`src/rtl/core/aavr_pkg.sv`:
```
// ----------------------------------------------------------------------------
// aavr_pkg
// Types, formats and constants shared by the axis-angle rotation block.
// ----------------------------------------------------------------------------
`default_nettype none

package aavr_pkg;

  localparam int unsigned CoordW = 32;
  localparam int unsigned AngleW = 20;
  localparam int unsigned AxisW  = 18;
  localparam int unsigned CordW  = 34;
  localparam int unsigned TableLen = 24;

  localparam logic [1:0] REG_AXIS_X = 2'd0;
  localparam logic [1:0] REG_AXIS_Y = 2'd1;
  localparam logic [1:0] REG_AXIS_Z = 2'd2;

  localparam logic signed [AxisW-1:0] AXIS_X_RST = 18'sd0;
  localparam logic signed [AxisW-1:0] AXIS_Y_RST = 18'sd0;
  localparam logic signed [AxisW-1:0] AXIS_Z_RST = 18'sd65536;

  localparam logic signed [35:0] PI_Q30      = 36'sd3373259426;
  localparam logic signed [35:0] HALF_PI_Q30 = 36'sd1686629713;
  localparam logic signed [35:0] TWO_PI_Q30  = 36'sd6746518852;
  localparam logic signed [CordW-1:0] GAIN_Q30 = 34'sd652032874;
  localparam logic signed [31:0] ONE_Q24 = 32'sd16777216;

  typedef struct packed {
    logic signed [AngleW-1:0] angle;
    logic signed [CoordW-1:0] vec_x;
    logic signed [CoordW-1:0] vec_y;
    logic signed [CoordW-1:0] vec_z;
  } in_t;

  typedef struct packed {
    logic signed [CoordW-1:0] rot_x;
    logic signed [CoordW-1:0] rot_y;
    logic signed [CoordW-1:0] rot_z;
  } out_t;

  // one cordic cell's worth of state, plus the vector riding along
  typedef struct packed {
    logic                     neg;
    logic signed [CordW-1:0]  x;
    logic signed [CordW-1:0]  y;
    logic signed [CordW-1:0]  z;
    logic signed [CoordW-1:0] vx;
    logic signed [CoordW-1:0] vy;
    logic signed [CoordW-1:0] vz;
  } cordic_t;

  function automatic logic signed [CordW-1:0] atan_q30(input logic [4:0] idx);
    logic signed [CordW-1:0] r;
    case (idx)
      5'd0:    r = 34'sd843314857;
      5'd1:    r = 34'sd497837829;
      5'd2:    r = 34'sd263043837;
      5'd3:    r = 34'sd133525159;
      5'd4:    r = 34'sd67021687;
      5'd5:    r = 34'sd33543516;
      5'd6:    r = 34'sd16775851;
      5'd7:    r = 34'sd8388437;
      5'd8:    r = 34'sd4194283;
      5'd9:    r = 34'sd2097149;
      5'd10:   r = 34'sd1048576;
      5'd11:   r = 34'sd524288;
      5'd12:   r = 34'sd262144;
      5'd13:   r = 34'sd131072;
      5'd14:   r = 34'sd65536;
      5'd15:   r = 34'sd32768;
      5'd16:   r = 34'sd16384;
      5'd17:   r = 34'sd8192;
      5'd18:   r = 34'sd4096;
      5'd19:   r = 34'sd2048;
      5'd20:   r = 34'sd1024;
      5'd21:   r = 34'sd512;
      5'd22:   r = 34'sd256;
      5'd23:   r = 34'sd128;
      default: r = '0;
    endcase
    return r;
  endfunction

endpackage

`default_nettype wire

```
`src/rtl/core/aavr_cordic_cell.sv`:
```
// ----------------------------------------------------------------------------
// aavr_cordic_cell
// One rotation-mode cordic micro-rotation with its pipeline register.
// ----------------------------------------------------------------------------
`default_nettype none

module aavr_cordic_cell #(
  parameter int unsigned STAGE = 0
) (
  input  wire logic            clk_i,
  input  wire logic            rst_ni,
  input  wire logic            en_i,
  input  wire logic            valid_i,
  input  wire aavr_pkg::cordic_t data_i,
  output logic                 valid_o,
  output aavr_pkg::cordic_t    data_o
);
  import aavr_pkg::*;

  logic              valid_q;
  cordic_t           data_q, data_d;
  logic signed [CordW-1:0] dx, dy, at;

  always_comb begin
    dx = data_i.y >>> STAGE;
    dy = data_i.x >>> STAGE;
    at = atan_q30(5'(STAGE));
    data_d = data_i;
    if (!data_i.z[CordW-1]) begin
      data_d.x = data_i.x - dx;
      data_d.y = data_i.y + dy;
      data_d.z = data_i.z - at;
    end else begin
      data_d.x = data_i.x + dx;
      data_d.y = data_i.y - dy;
      data_d.z = data_i.z + at;
    end
  end

  always_ff @(posedge clk_i or negedge rst_ni) begin
    if (!rst_ni) begin
      valid_q <= 1'b0;
    end else if (en_i) begin
      valid_q <= valid_i;
    end
  end

  always_ff @(posedge clk_i) begin
    if (en_i) begin
      data_q <= data_d;
    end
  end

  assign valid_o = valid_q;
  assign data_o  = data_q;

endmodule

`default_nettype wire

```
`config.mk`:
```
export PLATFORM = sky130hd
export DESIGN_NAME = aavr_cordic_cell
export DESIGN_NICKNAME = d
export VERILOG_FILES = /design/src/rtl/core/aavr_pkg.sv /design/src/rtl/core/aavr_cordic_cell.sv
export SDC_FILE = /design/constraint.sdc
export NUM_CORES = 1
export LEC_CHECK = 0
export BUFFER_PORTS_ARGS = -buffer_cell sky130_fd_sc_hd__buf_2
export CORE_UTILIZATION = 55
export DETAILED_ROUTE_END_ITERATION = 6
export PLACE_DENSITY = 0.91
export SYNTH_ARGS = -nofsm -noshare
export SYNTH_HDL_FRONTEND = slang
export SYNTH_SLANG_ARGS = --single-unit
```
`constraint.sdc`:
```
create_clock -name clk_i -period 1.8 [get_ports clk_i]
set_input_delay 0.27 -clock clk_i [delete_from_list [all_inputs] [get_ports clk_i]]
set_output_delay 0.27 -clock clk_i [all_outputs]
set_load 0.01 [all_outputs]
```
==> results.txt, run 1 <==
Outcome: stopped before the end
Last step reached: 5_1_grt
First error: [ERROR GRT-0116] Global routing finished with congestion. Check the congestion regions in the DRC Viewer.
Synthesis-stage register bit count: 199
Synth Flop Type: edfxtp_1
CTS Buffer Depth: 2
Cells after Synth: 1319
Yosys warns: 0
Root buffer cell: clkbuf_16
Distinct cells, synth: 83
# clock sinks: 199
Pin count of the biggest net entering global routing: 71
CTS Buf Count: 17
Post-synth ARST share: 0.00503
GRT Residual Overflow: 128
Vias in the first global route: 20.3k
First-pass GRT wire length: 134 mm
I/O Pins: 403
Hpwl dp: 44.2 mm
GRT Util Overall: 0.725
Die Y: 159 µm
Die X: 159 µm
Site row count: 57
Routability congestion estimate: 1.11
Initial Util: 0.558
Register area share after synthesis: 0.442
Synth Net Count: 1657
Avg Cell Area, Syn: 10.2 µm²
# H-tree levels: 4
Post-synth EDFFs: 198
Mapped cell area: 0.0135 mm²
# port buffers: 402
==> cell families after synthesis <==
logic type,Yosys count,share of synthesized area
flip-flops,199,0.442
adder cells (fa/ha/maj),135,0.127
XOR/XNOR,95,0.0615
AND/OR/NAND/NOR,273,0.0973
AO/OA/AOI/OAI,441,0.213
buffers and inverters,165,0.0509
multiplexers,11,0.00833
==> per-layer routing <==
| metal | GRT overflow | track usage |
|---|---|---|
| met1 | 2 | 0.750 |
| met2 | 70 | 0.943 |
| met3 | 1 | 0.467 |
| met4 | 55 | 0.761 |
| met5 | 0 | 0.0850 |
==> stage by stage <==
stage	setup slack, ns	setup TNS (ns)	util	instances	instance area [µm²]
detailed placement	-1.33	-75.12	0.812	2408	19700
floorplan	-0.777	-30.06	-	1319	14500
global placement	-1.12	-67.44	0.812	2408	19700
CTS	-0.658	-24.84	0.928	2550	22500
==> cell usage after synthesis (4+ instances only) <==
cell / count / area (µm²)
a21o_1: 45 / 338
xor2_1: 12 / 105
a31oi_1: 12 / 75.1
or4_1: 4 / 30.0
inv_1: 112 / 420
nand3_1: 18 / 90.1
nand2_1: 60 / 225
a211oi_1: 21 / 158
nand4_1: 12 / 75.1
o21ai_1: 11 / 55.1
or3_1: 8 / 50.1
inv_2: 4 / 15.0
o21ai_0: 78 / 390
fa_1: 4 / 80.1
a2111oi_0: 5 / 43.8
o21a_1: 11 / 82.6
nor4_1: 6 / 37.5
ha_1: 131 / 1640
buf_6: 4 / 45.0
nor2_1: 91 / 342
mux2i_1: 9 / 90.1
o21bai_1: 27 / 203
and2_1: 8 / 50.1
nor2b_1: 12 / 75.1
nand3b_1: 4 / 30.0
edfxtp_1: 198 / 5950
buf_4: 7 / 52.6
buf_2: 10 / 50.1
buf_1: 5 / 18.8
a21oi_1: 145 / 726
clkbuf_1: 22 / 82.6
nor3_1: 18 / 90.1
and3_1: 5 / 31.3
nand2b_1: 12 / 75.1
xnor2_1: 83 / 727
o31ai_1: 10 / 75.1
or2_2: 6 / 37.5
o211ai_1: 16 / 120
==> timing repair <==
action,CTS
resized for setup,241
hold buffers,54
setup endpoints to repair,80
endpoints found under the hold margin,54
setup buffers,62
pin swaps,150
gates cloned,2
==> run 2: changes to the inputs <==
- CORE_UTILIZATION: 55 -> 40
- PLACE_DENSITY: 0.91 -> not set
- PLACE_DENSITY_LB_ADDON: not set -> 0.15
==> results.txt, run 2 <==
Sequential power share: 0.354
Yosys top cell area share: 0.440 (unchanged)
Worst hold slack: 0.00407 ns
Vias in the first global route: 14.5k
Tmin final: 2.44 ns
Mapped cell area: 0.0135 mm² (unchanged)
Switch Pwr: 5.74 mW
FF/Latch Area: 0.00597 mm²
CP cell instances: buf_8, buf_4, ha_4, fa_2, nor2b_4, o21ai_4, buf_6, a21oi_4, o21bai_4, a2111oi_4, o21a_1, o211ai_1, a31oi_1, xnor2_1
CTS Buffer Depth: 2 (unchanged)
Post-synth EDFFs: 198 (unchanged)
Cells after Synth: 1319 (unchanged)
Most common cell in the netlist: edfxtp_1 (unchanged)
Share of layout cells above drive strength 1: 0.546
Clk pin slew, worst setup/hold paths: 0.08 ns
Site row count: 66 (was 57)
Hold Fails Final Rpt: 0
# port buffers: 402 (unchanged)
Final setup violation count: 77
Buf/Inv on CP: 3
Distinct cells, synth: 83 (unchanged)
Worst setup SP type: input pin
Crit path max fanout: 4
CTS Buf Count: 17 (unchanged)
Outcome: finished, violations left (was stopped before the end)
Die ar.: 0.0345 mm²
Max-Slew Margin vs Limit: 0.553
Iteration-0 DRC count of the detailed router: 1065
Routed via count: 14.7k
Design area: 0.0239 mm²
Root buffer cell: clkbuf_16 (unchanged)
Die X: 186 µm (was 159 µm)
Commonest cells in the netlist: edfxtp_1 (198), a21oi_1 (145), ha_1 (131) (unchanged)
Period Utilization, post-route: 1.36
GRT Util Overall: 0.313
Clock Power Share: 0.228
Synth Net Count: 1657 (unchanged)
Synth Flop Type: edfxtp_1 (unchanged)
Worst skew pair latency: 0.45 ns
Lkg Pwr: 10.7 nW
Pwr dens: 711 mW/mm²
CTS tree: yes
Placed cell areas: 0.0200 mm² (was 0.0197 mm²)
Initial Util: 0.411 (was 0.558)
Footprint of the multi-input gates: 0.00885 mm²
Routability congestion estimate: 0.932 (was 1.11)
# fillers: 2358
# clock sinks: 199 (unchanged)
Drt first pass iters: 5
GRT Residual Overflow: 0
Pint: 11.2 mW
Fmax: 410 MHz
CP Capture Type: flop
Worst path max stage delay: 0.35 ns
Critical Path Slowest Stage Cell: fa_2
Hold Path Class: in -> reg
Switch share: 0.338
Final Max Tran Viols: 0
RSZ-0062 raised after global routing: true
Number of vias per cell: 5.31
Remaining antenna violation count after routing: 0
Tightest Pin Transition: 0.671 ns
Layout area overhead: 76.7%
Core area: 0.0329 mm²
Hpwl dp: 40.6 mm (was 44.2 mm)
Final TNS setup: -29.86 ns
Pre-CTS WS: -1.25 ns (was -1.33 ns)
DRC violations left: 0
Final setup margin: -0.640 ns
Post-layout nets: 2646
Arrival time worst endpoint: 2.65 ns
Pin count of the biggest net entering global routing: 50
Worst Setup Path Type: in -> reg
Post-synth top area cell: edfxtp_1 (unchanged)
Total wire length: 57.9 mm
Register area share after synthesis: 0.442 (unchanged)
Combinational share of power: 0.418
Failing checks: setup timing
Tot Pwr: 17.0 mW
Routed len/inst: 20.9 µm
Yosys warns: 0 (unchanged)
Synthesis-stage register bit count: 199 (unchanged)
Synth area leaders: edfxtp_1 (44%), ha_1 (12%), xnor2_1 (5.4%) (unchanged)
Die Y: 186 µm (was 159 µm)
Most frequent cells in the layout: buf_4 (452), buf_2 (384), edfxtp_1 (198), dlygate4sd3_1 (96), inv_1 (92)
Worst Skew: 0 ns
Max cap viols: 0
Avg Cell Area, Syn: 10.2 µm² (unchanged)
# H-tree levels: 4 (unchanged)
Antenna violations before repair: 7
First-pass GRT wire length: 81.2 mm
CP top delay family: compound AO/OA/AOI/OAI gates
Worst vdd rail ir drop: 0.640 mV
Max reg flops: 198
CP required: 2.01 ns
Post-synth ARST share: 0.00503 (unchanged)
I/O Pins: 403 (unchanged)
Commonest non-fill, non-tap cell in the layout: buf_4
-- run 2: cell counts after synthesis --
Identical to the previous run, type by type.
-- run 2: cell type report --
cell class	instances	share of cell area
repair inverters	1	0.000681
flip-flops and latches	199	0.250
inverters	117	0.0227
clock buffers	19	0.0181
clock inverters	12	0.00487
well taps	442	0.0231
multi-input cells	955	0.370
repair buffers	1017	0.310
diodes	5	0.000524
-- run 2: cells by family after synthesis --
family | after synthesis | synth area share
AOI/OAI and AO/OA | 441 | 0.213
adders and majority gates | 135 | 0.127
muxes | 11 | 0.00833
DFF | 199 | 0.442
xor gates and xnor gates | 95 | 0.0615
buffers and inverters | 165 | 0.0509
and+or+nand+nor | 273 | 0.0973
-- run 2: worst paths after layout --
| check | start | endpoint | slack, ns | depth (start not counted) |
|---|---|---|---|---|
| max reg2reg | valid_o$_DFFE_PN0P_ | valid_o$_DFFE_PN0P_ | 1.04 | 1 |
| min reg2reg | valid_o$_DFFE_PN0P_ | valid_o$_DFFE_PN0P_ | 0.53 | 1 |
| max in group asynchronous | rst_ni | valid_o$_DFFE_PN0P_ | 1.56 | 2 |
| max | data_i[164] | data_o[196]$_DFFE_PP_ | -0.64 | 14 |
| min | data_i[71] | data_o[71]$_DFFE_PP_ | 0.004 | 1 |
| min in group asynchronous | rst_ni | valid_o$_DFFE_PN0P_ | 0.16 | 2 |
-- run 2: per-stage QoR --
stage / util / instances
2_1_floorplan: - / 1319
3_3_place_gp: 0.609 / 2542
3_5_place_dp: 0.609 / 2542
4_1_cts: 0.703 / 2737
5_1_grt: 0.727 / 2766
6_report: 0.727 / 2767
-- run 2: what timing repair did --
item,CTS,global route
endpoints found under the hold margin,96,0
hold buffers,96,0
setup endpoints to repair,75,83
buffers inserted,74,39
gates cloned,2,0
pin swaps,164,124
resized for setup,215,140
-- run 2: metal layers --
| metal | up-vias | part of all wire | global-route usage |
|---|---|---|---|
| li1 | 6818 | - | - |
| met1 | 7071 | 0.39 | 0.371 |
| met2 | 664 | 0.50 | 0.549 |
| met3 | 149 | 0.063 | 0.0454 |
| met4 | 4 | 0.050 | 0.160 |
| met5 | - | 0.00060 | 0 |
-- run 2: power groups by stage --
| stage | Combinational (mW) | Sequential (mW) | Clock (mW) |
|---|---|---|---|
| floorplan | 2.55 | 6.41 | 0 |
| global placement | 5.64 | 6.08 | 0 |
| detailed placement | 5.70 | 6.09 | 0 |
| CTS | 6.56 | 5.99 | 3.84 |
| global route | 7.52 | 6.06 | 4.01 |
| finish | 7.11 | 6.01 | 3.87 |
No activity file was read; power rests on OpenSTA's default activity.
